File: src/hdl/canonical_kmer_stream_assert.svh
// -----------------------------------------------------------------------------
// canonical_kmer_stream assertion macros
// Concurrent check shorthands, clocked and disabled during reset.
// -----------------------------------------------------------------------------
`ifndef CANONICAL_KMER_STREAM_ASSERT_SVH
`define CANONICAL_KMER_STREAM_ASSERT_SVH

// Consequent must hold in the same cycle as the antecedent.
`define CKS_ASSERT_SAME(label, clk, rst_n, ante, cons) \
    label: assert property (@(posedge clk) disable iff (!(rst_n)) (ante) |-> (cons)) \
        else $error("assertion failed: same-cycle check");

// Consequent must hold in the cycle after the antecedent.
`define CKS_ASSERT_NEXT(label, clk, rst_n, ante, cons) \
    label: assert property (@(posedge clk) disable iff (!(rst_n)) (ante) |=> (cons)) \
        else $error("assertion failed: next-cycle check");

`endif

File: src/hdl/ckmer_pkg.sv
// -----------------------------------------------------------------------------
// ckmer_pkg
// Shared types, constants and helper functions of the canonical k-mer stream.
// -----------------------------------------------------------------------------
`default_nettype none

package ckmer_pkg;

    localparam int KMER_W       = 64;
    localparam int K_W          = 6;
    localparam int PB_W         = 4;
    localparam int PIDX_W       = 10;
    localparam int BASE_W       = 3;
    localparam int RUN_W        = 6;
    localparam int SHAMT_W      = 7;
    localparam int CFG_ADDR_W   = 2;
    localparam int CFG_DATA_W   = 10;
    localparam int BUCKET_COUNT = 1024;
    localparam int BUCKET_W     = $clog2(BUCKET_COUNT);

    localparam logic [K_W-1:0]    K_MAX      = 6'd32;
    localparam logic [K_W-1:0]    K_RESET    = 6'd31;
    localparam logic [PB_W-1:0]   PB_MAX     = 4'd10;
    localparam logic [RUN_W-1:0]  RUN_MAX    = 6'd32;
    localparam logic [BASE_W-1:0] BASE_T     = 3'd3;

    // Register indexes of the configuration port
    localparam logic [CFG_ADDR_W-1:0] REG_KMER_LENGTH = 2'd0;
    localparam logic [CFG_ADDR_W-1:0] REG_PASS_BITS   = 2'd1;
    localparam logic [CFG_ADDR_W-1:0] REG_PASS_INDEX  = 2'd2;

    typedef struct packed {
        logic              emit;
        logic [KMER_W-1:0] fw_sel;
        logic [KMER_W-1:0] rc_sel;
    } win_out_t;

    // Clamp k to 1..32
    function automatic logic [K_W-1:0] eff_k(input logic [K_W-1:0] k);
        logic [K_W-1:0] r;
        r = k;
        if (k == '0) r = 6'd1;
        else if (k > K_MAX) r = K_MAX;
        return r;
    endfunction

    // Clamp pass bits to 0..10
    function automatic logic [PB_W-1:0] eff_pb(input logic [PB_W-1:0] pb);
        return (pb > PB_MAX) ? PB_MAX : pb;
    endfunction

    // Right shift that drops everything outside the last k bases (2*k bits)
    function automatic logic [SHAMT_W-1:0] drop_bits(input logic [K_W-1:0] k);
        return SHAMT_W'(KMER_W) - {k, 1'b0};
    endfunction

endpackage

`default_nettype wire

File: src/hdl/canonical_kmer_stream.sv
// -----------------------------------------------------------------------------
// canonical_kmer_stream
// Streams nucleotides in and emits canonical k-mers with pass flag and bucket.
// -----------------------------------------------------------------------------
// One base per transaction goes in; once k consecutive valid bases (no N since
// the last sequence start) have been seen, every further valid base produces
// one result transaction holding the canonical k-mer (the smaller of forward
// and reverse-complement 2-bit values of the last k bases), its bucket index
// and an in-pass flag. Bases of any code above T count as N: they end the run
// and produce nothing. The block takes one base per clock cycle while the
// result side keeps up; each result passes through the extract, compare and
// output stages. Every stage holds while the next one is full and stalled,
// so backpressure reaches s_tready only after all three stages fill.
// Configuration writes are applied at once and are meant for idle periods;
// a change of k takes effect on the next base without losing the window
// history.
// -----------------------------------------------------------------------------
`default_nettype none

`include "canonical_kmer_stream_assert.svh"

module canonical_kmer_stream
    import ckmer_pkg::*;
(
    input  wire logic                  aclk,
    input  wire logic                  aresetn,
    // Configuration write port
    input  wire logic                  cfg_we,
    input  wire logic [CFG_ADDR_W-1:0] cfg_addr,
    input  wire logic [CFG_DATA_W-1:0] cfg_data,
    // Base input stream
    input  wire logic                  s_tvalid,
    output      logic                  s_tready,
    input  wire logic [7:0]            s_tdata,   // [2:0] base_code, [7:3] zero
    input  wire logic                  s_tuser,   // [0] first_of_sequence
    // Result stream
    output      logic                  m_tvalid,
    input  wire logic                  m_tready,
    output      logic [79:0]           m_tdata,   // [63:0] canonical_kmer,
                                                  // [73:64] bucket, [79:74] zero
    output      logic                  m_tuser    // [0] in_pass
);

    // ---------------- configuration registers ----------------
    logic [K_W-1:0]    kmer_length_reg;
    logic [PB_W-1:0]   pass_bits_reg;
    logic [PIDX_W-1:0] pass_index_reg;
    logic [K_W-1:0]    k_eff;
    logic [PB_W-1:0]   pb_eff;

    always_ff @(posedge aclk) begin
        if (!aresetn) begin
            kmer_length_reg <= K_RESET;
            pass_bits_reg   <= '0;
            pass_index_reg  <= '0;
        end else if (cfg_we) begin
            case (cfg_addr)
                REG_KMER_LENGTH: kmer_length_reg <= cfg_data[K_W-1:0];
                REG_PASS_BITS:   pass_bits_reg   <= cfg_data[PB_W-1:0];
                REG_PASS_INDEX:  pass_index_reg  <= cfg_data[PIDX_W-1:0];
                default:         ; // unmapped index: drop the write
            endcase
        end
    end

    assign k_eff  = eff_k(kmer_length_reg);
    assign pb_eff = eff_pb(pass_bits_reg);

    // ---------------- pipeline handshake ----------------
    // Each stage advances when the stage behind it is empty or advancing.
    logic out_ready, s2_ready, s1_ready, take;
    logic s1_valid_reg, s1_valid_next;
    logic s2_valid_reg, s2_valid_next;
    logic m_valid_reg,  m_valid_next;

    assign out_ready = !m_valid_reg  || m_tready;
    assign s2_ready  = !s2_valid_reg || out_ready;
    assign s1_ready  = !s1_valid_reg || s2_ready;
    assign s_tready  = s1_ready;
    assign take      = s_tvalid && s_tready;

    // ---------------- window and extraction ----------------
    win_out_t win_out;

    ckmer_window u_window (
        .aclk              (aclk),
        .aresetn           (aresetn),
        .take              (take),
        .base_code         (s_tdata[BASE_W-1:0]),
        .first_of_sequence (s_tuser),
        .k_eff             (k_eff),
        .win_out           (win_out)
    );

    // ---------------- stage registers ----------------
    logic [KMER_W-1:0]   s1_fw_reg, s1_rc_reg;
    logic [KMER_W-1:0]   s2_canon_reg, s2_canon_next;
    logic [KMER_W-1:0]   m_canon_reg;
    logic [BUCKET_W-1:0] m_bucket_reg, bucket_next;
    logic                m_pass_reg, pass_next;
    logic [PIDX_W-1:0]   pass_mask;
    logic [19:0]         canon_low_shift;

    // Stage 1 fills only on a base that yields a result; otherwise drain.
    always_comb begin
        s1_valid_next = s1_valid_reg;
        if (take)          s1_valid_next = win_out.emit;
        else if (s2_ready) s1_valid_next = 1'b0;
    end

    always_comb begin
        s2_valid_next = s2_ready  ? s1_valid_reg : s2_valid_reg;
        m_valid_next  = out_ready ? s2_valid_reg : m_valid_reg;
    end

    // Numeric minimum matches string order since A<C<G<T
    assign s2_canon_next = (s1_fw_reg < s1_rc_reg) ? s1_fw_reg : s1_rc_reg;

    // Partition pass compare and bucket from the low bits of the canonical value
    assign pass_mask       = ~({PIDX_W{1'b1}} << pb_eff);
    assign pass_next       = ((s2_canon_reg[PIDX_W-1:0] & pass_mask) == pass_index_reg);
    assign canon_low_shift = s2_canon_reg[19:0] >> pb_eff;
    assign bucket_next     = canon_low_shift[BUCKET_W-1:0];

    always_ff @(posedge aclk) begin
        if (!aresetn) begin
            s1_valid_reg <= 1'b0;
            s2_valid_reg <= 1'b0;
            m_valid_reg  <= 1'b0;
        end else begin
            s1_valid_reg <= s1_valid_next;
            s2_valid_reg <= s2_valid_next;
            m_valid_reg  <= m_valid_next;
        end
    end

    // Payload: hold while the stage is stalled
    always_ff @(posedge aclk) begin
        if (take) begin
            s1_fw_reg <= win_out.fw_sel;
            s1_rc_reg <= win_out.rc_sel;
        end
        if (s2_ready) begin
            s2_canon_reg <= s2_canon_next;
        end
        if (out_ready) begin
            m_canon_reg  <= s2_canon_reg;
            m_bucket_reg <= bucket_next;
            m_pass_reg   <= pass_next;
        end
    end

    assign m_tvalid = m_valid_reg;
    assign m_tdata  = {6'b0, m_bucket_reg, m_canon_reg};
    assign m_tuser  = m_pass_reg;

    // ---------------- assertions ----------------
    logic [KMER_W-1:0] chk_mask;
    assign chk_mask = {KMER_W{1'b1}} >> drop_bits(k_eff);

    `CKS_ASSERT_SAME(a_full_stall_blocks_input, aclk, aresetn, s1_valid_reg && s2_valid_reg && m_valid_reg && !m_tready, !s_tready)
    `CKS_ASSERT_NEXT(a_s2_holds_on_stall, aclk, aresetn, s2_valid_reg && m_valid_reg && !m_tready, s2_valid_reg)
    `CKS_ASSERT_SAME(a_extract_width, aclk, aresetn, s1_valid_reg, ((s1_fw_reg | s1_rc_reg) & ~chk_mask) == '0)

endmodule

`default_nettype wire

File: src/hdl/ckmer_window.sv
// -----------------------------------------------------------------------------
// ckmer_window
// Forward and reverse-complement base windows with run counter; extracts the
// last k bases of both strands for each accepted base.
// -----------------------------------------------------------------------------
`default_nettype none

module ckmer_window
    import ckmer_pkg::*;
(
    input  wire logic              aclk,
    input  wire logic              aresetn,
    input  wire logic              take,
    input  wire logic [BASE_W-1:0] base_code,
    input  wire logic              first_of_sequence,
    input  wire logic [K_W-1:0]    k_eff,
    output      win_out_t          win_out
);

    logic [KMER_W-1:0]  fw_reg, fw_next;
    logic [KMER_W-1:0]  rc_reg, rc_next;
    logic [RUN_W-1:0]   run_reg, run_next;
    logic [KMER_W-1:0]  fw_shift, rc_shift, k_mask;
    logic [RUN_W-1:0]   run_start, run_inc;
    logic [SHAMT_W-1:0] shamt;
    logic               base_ok;

    assign base_ok   = (base_code <= BASE_T);
    // Newest base enters the low end forward and the high end reverse-complement
    assign fw_shift  = {fw_reg[KMER_W-3:0], base_code[1:0]};
    assign rc_shift  = {~base_code[1:0], rc_reg[KMER_W-1:2]};
    assign run_start = first_of_sequence ? '0 : run_reg;
    assign run_inc   = (run_start == RUN_MAX) ? RUN_MAX : run_start + 1'b1;

    assign shamt  = drop_bits(k_eff);
    assign k_mask = {KMER_W{1'b1}} >> shamt;

    always_comb begin
        fw_next  = fw_reg;
        rc_next  = rc_reg;
        run_next = run_reg;
        if (take) begin
            if (base_ok) begin
                fw_next  = fw_shift;
                rc_next  = rc_shift;
                run_next = run_inc;
            end else begin
                run_next = '0;
            end
        end
    end

    always_comb begin
        win_out.emit   = base_ok && (run_inc >= k_eff);
        win_out.fw_sel = fw_shift & k_mask;
        win_out.rc_sel = rc_shift >> shamt;
    end

    always_ff @(posedge aclk) begin
        if (!aresetn) begin
            fw_reg  <= '0;
            rc_reg  <= '0;
            run_reg <= '0;
        end else begin
            fw_reg  <= fw_next;
            rc_reg  <= rc_next;
            run_reg <= run_next;
        end
    end

endmodule

`default_nettype wire

File: config.mk
export PLATFORM = sky130hd
export DESIGN_NAME = canonical_kmer_stream
export DESIGN_NICKNAME = d
export VERILOG_FILES = /design/src/hdl/ckmer_pkg.sv /design/src/hdl/canonical_kmer_stream.sv /design/src/hdl/ckmer_window.sv
export VERILOG_INCLUDE_DIRS = /design/src /design/src/hdl
export SDC_FILE = /design/constraint.sdc
export NUM_CORES = 1
export LEC_CHECK = 0
export BUFFER_PORTS_ARGS = -buffer_cell sky130_fd_sc_hd__buf_2
export CAP_MARGIN = 20
export CORE_ASPECT_RATIO = 0.6
export CORE_MARGIN = 8
export CORE_UTILIZATION = 45
export CTS_BUF_LIST = sky130_fd_sc_hd__clkbuf_8 sky130_fd_sc_hd__clkbuf_16
export CTS_CLUSTER_SIZE = 16
export DETAILED_ROUTE_END_ITERATION = 7
export PLACE_DENSITY_LB_ADDON = 0.15
export SYNTH_ARGS = -nofsm -noshare
export SYNTH_HDL_FRONTEND = slang
export SYNTH_SLANG_ARGS = --single-unit
export TNS_END_PERCENT = 10
File: constraint.sdc
create_clock -name aclk -period 4.9 [get_ports aclk]
set_input_delay 0.98 -clock aclk [delete_from_list [all_inputs] [get_ports aclk]]
set_output_delay 0.98 -clock aclk [all_outputs]
set_load 0.03 [all_outputs]
==> flow_metrics.tcl <==
set metrics [dict create \
    crit_path_max_fanout 58 \
    syn_avg_cell_area_um2 11.1 \
    track_usage 0.197 \
    synthCells 1882 \
    synth_edf_count 267 \
    portBuffers 97 \
    vias_per_cell 5.51 \
    min_from "s2_canon_reg[59]" \
    avgRoutedWirePerCell_um 20.8 \
    via_count 14354 \
    rsz0062_at_grt "no" \
    area_delta_synth_final_pct 12.0 \
    core_area_mm2 0.0462 \
    cts_root_buf "clkbuf_16" \
    grt_max_degree 120 \
    grt_pass1_wl_um 83600 \
    ys_ff_latch 420 \
    hold_path.class "reg2reg" \
    vdd_ir_drop_max_mv 0.301 \
    netlist_area_mm2 0.0210 \
    top_layer_used "met4" \
    setup_viol 0 \
    drtAntennaViolNets 0 \
    drc 0 \
    cts-resized-gates 0 \
    antenna_found_initial 1 \
    fmax_mhz 218 \
    cts_max_path_buffers 3 \
    dpl-instance-area_mm2 0.0221 \
    met2WireLength_um 21400 \
    cts_tree "built" \
    die_width_um 295 \
    gp_congestion 0.930 \
    clock-sinks 420 \
    fin_setup_tns_ps 0 \
    fp.dieArea_mm2 0.0540 \
    synth_common_cells "nand2_1, edfxtp_1, mux2i_1" \
    drv_slew 0 \
    antenna_cells 0 \
    design_area_mm2 0.0235 \
    layout-drive-gt1-share 0.161 \
    worstPathArrival_ps 4850 \
    synth_flop_cell "edfxtp_1" \
    holdBufCountCts 0 \
    cp-startpoint "kmer_length_reg[5]" \
    cts_made_buffers 41 \
    cp-end-kind "flip-flop" \
    clock_latency_ps 560 \
    fin_skew_ps 26.3 \
    p_leak_uw 0.00925 \
    powerDensity_mw_per_mm2 348 \
    cts-htree-levels 2 \
    r2r-start "kmer_length_reg[5]" \
    cp.required_ps 5160 \
    die_y_um 183 \
    worst_setup_path_start_kind "flip-flop" \
    tightest_slew_ps 1110 \
    rows 61 \
    overflow 0 \
    wl_met3_um 3610 \
    drt-initial-drc-count 1353 \
    num_io_pins 109 \
    drv_cap 0 \
    totalWireLength_um 54200 \
    yosysWarnings 0 \
    hold_viol 0 \
    grt_pass1_vias 13606 \
    yosysTopAreaCellShare 0.382 \
    path_class "reg2reg" \
    power_uw 8180 \
    start_util 0.454 \
    ys_types 64 \
    ys_top_cells_by_area "edfxtp_1, dfxtp_1, mux2i_1, nand2_1, a21boi_0" \
    nets 2042 \
    yosysSeqAreaShare 0.529 \
    period_share 0.936 \
    async_reset_ff_frac 0 \
    dr.pass1.iters 7 \
    post_cts_buffers 0 \
    finalCriticalPeriod_ps 4590 \
    path_clk_slew_ps 70 \
    relSlewSlack 0.258 \
    yosysMostFrequentCell "nand2_1" \
    wl_met1_um 28300 \
    status "finished clean" \
    place_hpwl_um 39200 \
    synth_top_area_cell "edfxtp_1" \
]
-- worst max-delay path, cell delays in order, from the launching register on --
cell and delay, ps:
dfxtp_1 650, clkinv_1 380, o21ai_4 400, ha_4 760, mux2i_1 220, a222oi_1 630, mux2_2 330, o21ai_0 160
a222oi_1 740
-- kinds of logic (layout without fill, tap and decap cells) --
kind of cell / after synthesis / count (layout) / share of synthesized area
buffers and inverters: 205 / 292 / 0.0400
adders and majority gates: 75 / 75 / 0.0448
DFF: 420 / 420 / 0.529
other: 1 / 6 / 0.000179
xor gates and xnor gates: 11 / 11 / 0.00460
AOI/OAI and AO/OA: 330 / 330 / 0.110
and+or+nand+nor: 564 / 564 / 0.120
muxes: 276 / 276 / 0.151
-- routing by layer --
| layer | track usage | up-vias |
|---|---|---|
| met5 | 0 | - |
| li1 | - | 6873 |
| met3 | 0.0322 | 74 |
| met1 | 0.318 | 6960 |
| met4 | 0.0397 | 0 |
| met2 | 0.272 | 447 |
-- report_power, final --
group / leakage [uW] / switching (uW) / internal (uW)
Clock: 0.000688 / 1400 / 1810
Combinational: 0.00444 / 599 / 325
Sequential: 0.00412 / 97.1 / 3940
-- final timing paths --
kind | slack, ps | cells after the start | end
max reg2reg | 310 | 8 | s1_rc_reg[3]
min reg2reg | 410 | 0 | m_canon_reg[59]
min | 410 | 0 | m_canon_reg[59]
max | 310 | 8 | s1_rc_reg[3]
-- placed cells by master (no fill, tap or decap), types with 6 or more instances in the layout --
master	netlist	final
nand2_1	328	327
edfxtp_1	267	267
mux2i_1	173	173
dfxtp_1	153	153
a21boi_0	126	126
buf_2	17	97
inv_1	84	87
mux2_2	78	78
nor2_1	77	76
ha_1	75	73
o21ai_0	48	48
a21oi_1	47	47
clkbuf_16	0	43
nor2b_1	40	40
and2_1	32	32
buf_4	11	31
mux4_2	22	22
nand3_1	18	18
a211oi_1	15	15
nand4_1	14	14
and3_1	12	12
o21a_1	12	12
o22a_1	11	11
nor3_1	10	10
a21o_1	10	10
a222oi_1	10	10
nand2b_1	7	7
nor3b_1	7	7
xor2_1	7	6
o22ai_1	6	6
o221ai_1	6	6
conb_1	1	6
clkinv_2	0	6
clkbuf_8	0	6
-- area by class of cell --
| type | count | area, um2 |
|---|---|---|
| fill | 4101 | 22700 |
| timing repair buffer | 131 | 778 |
| sequential | 420 | 11100 |
| clock buffer | 49 | 1160 |
| clock inverter | 27 | 226 |
| tap | 630 | 788 |
| multi-input combinational | 1262 | 9120 |
| inverter | 85 | 322 |
-- stage by stage --
step	utilization	setup slack (ps)	cells	hold slack, ps
3_3_place_gp	0.478	442	2527	401
2_1_floorplan	-	268	1887	400
5_1_grt	0.508	64.2	2604	415
6_report	0.508	312	2604	412
3_5_place_dp	0.478	399	2528	405
4_1_cts	0.508	366	2604	413
(Power assumes the default switching activity.)
